--- src/hdl/fixed_unit_free_index_ring_defines.svh ---
// assertion macros for the free index ring
`ifndef FIXED_UNIT_FREE_INDEX_RING_DEFINES_SVH
`define FIXED_UNIT_FREE_INDEX_RING_DEFINES_SVH

// same-cycle implication
`define FUIR_ASSERT_NOW(label, clk, rst, ante, cons, msg) \
   label: assert property (@(posedge clk) disable iff (rst) (ante) |-> (cons)) else $error(msg);

// next-cycle implication
`define FUIR_ASSERT_NEXT(label, clk, rst, ante, cons, msg) \
   label: assert property (@(posedge clk) disable iff (rst) (ante) |=> (cons)) else $error(msg);

`endif

--- src/hdl/fuir_pkg.sv ---
`timescale 1ns / 1ps
`default_nettype none

package fuir_pkg;

   localparam int MAX_UNITS_DEF = 1024;

   localparam int INDEX_W      = 10;
   localparam int OFFSET_W     = 26;
   localparam int OP_W         = 2;
   localparam int UNIT_COUNT_W = 11;
   localparam int UNIT_SIZE_W  = 16;
   localparam int CSR_IDX_W    = 2;
   localparam int CSR_DATA_W   = 16;

   localparam logic [UNIT_COUNT_W-1:0] UNIT_COUNT_RST = 11'd1024;
   localparam logic [UNIT_SIZE_W-1:0]  UNIT_SIZE_RST  = 16'd64;

   localparam logic [CSR_IDX_W-1:0] CSR_UNIT_COUNT = 2'd0;
   localparam logic [CSR_IDX_W-1:0] CSR_UNIT_SIZE  = 2'd1;

   localparam logic [OP_W-1:0] OP_ALLOC   = 2'd0;
   localparam logic [OP_W-1:0] OP_RELEASE = 2'd1;

   typedef enum logic [2:0] {
      ST_OK       = 3'd0,
      ST_FULL     = 3'd1,
      ST_EMPTY    = 3'd2,
      ST_RANGE    = 3'd3,
      ST_NOT_USED = 3'd4
   } status_type;

   typedef enum logic [1:0] {
      S_CLEAR,
      S_IDLE,
      S_EXEC
   } state_type;

   typedef struct packed {
      logic [OP_W-1:0]    operation;
      logic [INDEX_W-1:0] unit_num;
   } req_type;

   typedef struct packed {
      status_type          status;
      logic [INDEX_W-1:0]  granted_index;
      logic [OFFSET_W-1:0] byte_offset;
   } rsp_type;

endpackage

`default_nettype wire

--- src/hdl/fuir_csr.sv ---
`timescale 1ns / 1ps
`default_nettype none

module fuir_csr #(
   parameter int MAX_UNITS = fuir_pkg::MAX_UNITS_DEF
) (
   input  wire logic                               clock,
   input  wire logic                               reset,
   input  wire logic                               csr_valid,
   output logic                                    csr_ready,
   input  wire logic [fuir_pkg::CSR_IDX_W-1:0]     csr_index,
   input  wire logic [fuir_pkg::CSR_DATA_W-1:0]    csr_wdata,
   output logic      [$clog2(MAX_UNITS):0]         eff_count,
   output logic      [fuir_pkg::UNIT_SIZE_W-1:0]   unit_size
);

   import fuir_pkg::*;

   localparam int CW = $clog2(MAX_UNITS) + 1;
   localparam int WW = (CW > UNIT_COUNT_W) ? CW : UNIT_COUNT_W;

   logic [UNIT_COUNT_W-1:0] unit_count_ff, unit_count_in;
   logic [UNIT_SIZE_W-1:0]  unit_size_ff, unit_size_in;

   assign csr_ready = 1'b1;

   always_comb begin
      unit_count_in = unit_count_ff;
      unit_size_in  = unit_size_ff;
      if (csr_valid) begin
         unique case (csr_index)
            CSR_UNIT_COUNT: unit_count_in = csr_wdata[UNIT_COUNT_W-1:0];
            CSR_UNIT_SIZE:  unit_size_in  = csr_wdata[UNIT_SIZE_W-1:0];
            default: ;
         endcase
      end
   end

   always_ff @(posedge clock) begin
      if (reset) begin
         unit_count_ff <= UNIT_COUNT_RST;
         unit_size_ff  <= UNIT_SIZE_RST;
      end else begin
         unit_count_ff <= unit_count_in;
         unit_size_ff  <= unit_size_in;
      end
   end

   // zero acts as one, anything above the pool size acts as the pool size
   always_comb begin
      priority if (unit_count_ff == '0) begin
         eff_count = CW'(1);
      end else if (WW'(unit_count_ff) > WW'(MAX_UNITS)) begin
         eff_count = CW'(MAX_UNITS);
      end else begin
         eff_count = CW'(unit_count_ff);
      end
   end

   assign unit_size = unit_size_ff;

endmodule

`default_nettype wire

--- config.mk ---
export PLATFORM = sky130hd
export DESIGN_NAME = fuir_csr
export DESIGN_NICKNAME = d
export VERILOG_FILES = /design/src/hdl/fixed_unit_free_index_ring_defines.svh /design/src/hdl/fuir_pkg.sv /design/src/hdl/fuir_csr.sv
export SDC_FILE = /design/constraint.sdc
export NUM_CORES = 1
export LEC_CHECK = 0
export BUFFER_PORTS_ARGS = -buffer_cell sky130_fd_sc_hd__buf_2
export CAP_MARGIN = 20
export CORE_ASPECT_RATIO = 0.6
export CORE_UTILIZATION = 41
export CTS_BUF_LIST = sky130_fd_sc_hd__clkbuf_16
export DETAILED_ROUTE_END_ITERATION = 8
export GPL_TIMING_DRIVEN = 0
export PLACE_DENSITY = 0.73
export SLEW_MARGIN = 20
export SYNTH_ARGS = -nofsm -noshare
export SYNTH_HDL_FRONTEND = slang
export SYNTH_SLANG_ARGS = --single-unit
--- constraint.sdc ---
create_clock -name clock -period 0.85 [get_ports clock]
set_input_delay 0.1275 -clock clock [delete_from_list [all_inputs] [get_ports clock]]
set_output_delay 0.1275 -clock clock [all_outputs]
set_load 0.01 [all_outputs]
# Word level (Yosys, flattened, before mapping)

Cells that the tools add are included.

Register bits: 27
Input bits: 21

Order comparisons: 1
Equal/unequal tests: 1
Multiplexer cells: 2
Reductions and logical operators: 4

Operators with widths:

| operator             | number |
|---|---|
| $mux 11              | 2 |
| $gt 11x11->1 const B | 1 |
| $logic_not 11->1     | 1 |
| $reduce_and 2->1     | 2 |
| $eq 2x1->1 const B   | 1 |
| $logic_not 2->1      | 1 |

# Logic depth before layout (Yosys ltp)

Depth in word-level cells: 3
Mapped depth: 5
Gate-level depth less buffers: 3

# Worst setup path after synthesis

Ideal clock, no wire load.

Kind: register -> output
Start point: register unit_count_ff[10]
End point: output eff_count[0]
Arrival: 0.790 ns
Slack: -0.067 ns
Stages on the path, launching flop included: 3
Buffers on the path: 1
Cell sequence: dfxtp_1 -> clkbuf_1 -> o21ai_0

Cells in the longest elaborated chain, start to end: 3
Elaborated cells between the ends (all ways): 4
Classes of those cells: 1 x order compare; 2 x mux; 1 x reduce/logical

RTL lines:

| element                | RTL line       | RTL |
|---|---|---|
| from (decl)            | fuir_csr.sv:22 | `logic [UNIT_COUNT_W-1:0] unit_count_ff, unit_count_in;` |
| from (signal assigned) | fuir_csr.sv:44 | `unit_count_ff <= unit_count_in;` |
| $gt 11x11->1           | fuir_csr.sv:53 | `end else if (WW'(unit_count_ff) > WW'(MAX_UNITS)) begin` |
| $mux 11                | fuir_csr.sv:53 |  |
| $mux 11 (*)            | fuir_csr.sv:51 | `priority if (unit_count_ff == '0) begin` |
| to (decl)              | fuir_csr.sv:13 | `output logic [$clog2(MAX_UNITS):0] eff_count,` |

Every way passes the cells marked *; elsewhere a longest branch is shown, timed or not.

# Worst setup path after layout

Start point: register unit_count_ff[7]
End point: output eff_count[0]

The elaborated chain is that of the path after synthesis.

==> out/qor.txt <==
Portion of the clock cycle consumed by the worst path in the final layout: 164%
Clock transition time at the flip-flop clock pins of the worst setup and hold paths: 0.07 ns
Initial Utilization: 44.3%
Synthesis-to-layout area growth: 51.3%
Total count of max-transition violations in the final report: 0
Overall die area: 3010 µm²
Seq. cell area: 566 µm²
Clk Latency, worst-skew pair: 0.26 ns
Synthesized-area fraction occupied by adder cells: 0%
Simple-gate share of the synthesized area: 25.9%
Number of warnings issued by yosys: 0
Master cell of the clock root buffer: sky130_fd_sc_hd__clkbuf_16
Setup-violating endpoint count in the final report: 17
Vias per Instance: 5.00
Clock sink total: 27
Initial antenna violation count: 0
Antenna cell count: 0
Routed wirelength normalized by instance count: 14.3 µm
Post-route DRC violation count: 0
Die height: 42.9 µm
CTS Hold Bufs: 0
Post-synthesis average cell area: 9.06 µm²
Buffer and inverter count on the worst path: 1
Startpoint of the worst register-to-register path: unit_count_ff[10]$_SDFFE_PP1P_
Hold Path Sink: unit_size[12]$_SDFFE_PP0P_
Worst R2R Setup Slack: 0.01 ns
Inserted Clock Buffers: 3
Number of instances in the placed design: 204
Number of flip-flops and latches in the synthesized netlist: 27
Commonest non-fill, non-tap cell in the layout: sky130_fd_sc_hd__buf_2
Outcome: finished, violations left
Layout Cells excl Fill: 210
Total power divided by cell area: 1620 nW/µm²
Number of global-route vias before repair: 915
Share of post-route cells with drive strength above 1: 56.2%
Register area share after synthesis: 47.4%
Mapped Nets: 147
Cell count after synthesis: 126
Via total after detailed routing: 1049
Half-perimeter wire length of the detailed placement result: 1950 µm
Met1 layer usage reported by global route: 25.8%
Die Wd: 70.1 µm
Final global-route overflow total: 0
Unique cell type count in the Yosys netlist: 23
Failing checks: setup timing
Clock period minus final worst setup slack: 1.40 ns
Final weighted congestion in routability-driven placement: 0.819
Highest net fanout along the worst path: 3
Global-route wire length before repair: 4270 µm
Clock tree from TritonCTS: built
Delay contributed by the slowest stage of the critical path: 0.34 ns
Critical path capture point type: output port
Final net count: 200
Dominant combinational cell family by area after synthesis: simple AND/OR/NAND/NOR gates
Cell row count: 14
VDD IR-drop max: 1.58 mV
Number of antenna-violating nets in the routed design: 0
Worst min-delay path startpoint: csr_wdata[12]
Max-cap check violation count: 0
Largest delay contributor family on the critical path: simple AND/OR/NAND/NOR gates
Mapped Area: 1140 µm²
Maximum level of the CTS H-tree: 1
Sum of routed wire length over all layers: 3000 µm
Complex-gate fraction of the synthesized area: 10.7%
Met2 track demand over resource in global routing: 28.8%
Arrival time at the worst endpoint: 1.27 ns
Startpoint Class: flip-flop
Core Box Area: 2570 µm²
Cell depth of the worst min-delay path: 3
CP startpoint: unit_count_ff[7]$_SDFFE_PP0P_
R2R Path End: unit_count_ff[10]$_SDFFE_PP1P_
Fmax: 716 MHz
Met3 usage in global routing: 5.70%
Port Buffer Count: 46
Overall track demand over capacity in global routing: 18.7%
R2R depth: 2
Post-CTS setup-driven buffer insertion count: 0
Critical path data required time: 0.72 ns
Static power due to leakage: 0.718 nW
Layer with the highest usage after global routing: met2
Number of DRC markers after the initial detailed-route iteration: 22
CTS max path bufs: 2
Critical Path, Cell by Cell: nor4_4 > nand3_1 > o21ai_2 > buf_2
Count of endpoints failing hold in the final timing report: 0
Largest net degree at the start of global routing: 16
Xor/xnor cell area share of the yosys netlist: 0%
Commonest cells after routing, fill and taps aside: sky130_fd_sc_hd__buf_2 (32), sky130_fd_sc_hd__nand2_1 (29), sky130_fd_sc_hd__buf_6 (18)
Slowest cell on crit path: sky130_fd_sc_hd__dfxtp_2
Post-route setup TNS: -3.59 ns
Final Skew: 0 ns
Worst Hold Class: in2reg
Start-to-end type of the worst setup path: reg2out
I/O pins: 49
Final setup slack of the worst path: -0.548 ns
Footprint of the multi-input gates: 579 µm²
RSZ-0062 raised after global routing: true
Filler cell count: 201
Mux share of post-synthesis cell area: 8.77%
Pre-Repair DR Iteration Count: 4
where the power goes:
part           total (mW)  switching [mW]  internal, mW
Sequential           1.35          0.0383          1.31
Clock                1.08           0.448         0.635
Combinational       0.371           0.176         0.194
Total                2.81           0.663          2.14
through the flow:
step	hold WS [ns]	area [µm²]	power [mW]	utilization [%]	setup WS, ns
global placement	0.367	1420	1.65	55.0	-0.302
floorplan	0.245	1140	1.54	-	-0.0236
finish	0.0949	1730	2.81	67.1	-0.548
global route	0.0907	1730	2.90	67.1	-0.580
CTS	0.101	1530	2.73	59.4	-0.530
detailed placement	0.369	1420	1.66	55.0	-0.331
final cells by class:
cell class | instances | share of cell area, %
Clock inverter | 1 | 0.290
Sequential cell | 27 | 32.8
Inverter | 1 | 0.217
Clock buffer | 3 | 4.35
Timing Repair Buffer | 48 | 21.4
Multi-Input combinational cell | 88 | 33.6
Tap cell | 32 | 2.32
Buffer | 10 | 5.07
how the worst max path moves through the flow:
| stage | endpoint | slack [ns] | cells past startpoint |
|---|---|---|---|
| floorplan | eff_count[0] | -0.02 | 3 |
| global placement | eff_count[0] | -0.30 | 4 |
| detailed placement | eff_count[0] | -0.33 | 4 |
| CTS | eff_count[0] | -0.53 | 4 |
| global route | eff_count[0] | -0.58 | 4 |
| finish | eff_count[0] | -0.55 | 4 |
metal layers:
| layer | vias up | routed length (µm) |
|---|---|---|
| li1 | 517 | - |
| met1 | 487 | 1350 |
| met2 | 41 | 1420 |
| met3 | 4 | 192 |
| met4 | 0 | 38 |
| met5 | - | 0 |
repair_timing:
| item | 4_1_cts | 5_1_grt |
|---|---|---|
| cloned | 1 | 1 |
| endpoints found under the setup margin | 14 | 43 |
| gates resized for setup | 9 | 48 |
| pin swaps | 2 | 6 |
Yosys cell counts:
cell type | instances | area, µm²
sky130_fd_sc_hd__nor3b_4 | 1 | 18.8
sky130_fd_sc_hd__nor2b_1 | 10 | 62.6
sky130_fd_sc_hd__and3b_1 | 1 | 8.76
sky130_fd_sc_hd__nor4_1 | 2 | 12.5
sky130_fd_sc_hd__dfxtp_1 | 27 | 541
sky130_fd_sc_hd__nand3b_1 | 1 | 7.51
sky130_fd_sc_hd__buf_2 | 2 | 10.0
sky130_fd_sc_hd__mux2i_1 | 10 | 100
sky130_fd_sc_hd__nand3_1 | 1 | 5.00
sky130_fd_sc_hd__nand2_2 | 3 | 18.8
sky130_fd_sc_hd__nand2_1 | 29 | 109
sky130_fd_sc_hd__clkbuf_1 | 4 | 15.0
sky130_fd_sc_hd__o21ai_0 | 1 | 5.00
sky130_fd_sc_hd__buf_12 | 1 | 20.0
sky130_fd_sc_hd__inv_1 | 1 | 3.75
sky130_fd_sc_hd__nand3b_2 | 1 | 11.3
sky130_fd_sc_hd__a21oi_1 | 6 | 30.0
sky130_fd_sc_hd__a21oi_2 | 9 | 78.8
sky130_fd_sc_hd__conb_1 | 1 | 3.75
sky130_fd_sc_hd__buf_4 | 1 | 7.51
sky130_fd_sc_hd__a211o_1 | 1 | 8.76
sky130_fd_sc_hd__nor2_1 | 11 | 41.3
sky130_fd_sc_hd__buf_6 | 2 | 22.5
kinds of logic (layout without fill, tap and decap cells):
family	after synthesis	in the layout
AO/OA/AOI/OAI	17	17
buffers and inverters	11	63
flip-flops	27	27
multiplexers	10	10
other	1	1
AND/OR/NAND/NOR	60	60
sequential cells by signal (all words and copies together), names as in the netlist:
signal	flops
unit_size	16
unit_count_ff	11
worst reg2reg max path, cell delays in order (launching register included):
cell                      delay [ns]
sky130_fd_sc_hd__dfxtp_4        0.38
sky130_fd_sc_hd__nor2b_4        0.13
sky130_fd_sc_hd__a211o_1        0.22
(Power assumes the default switching activity.)
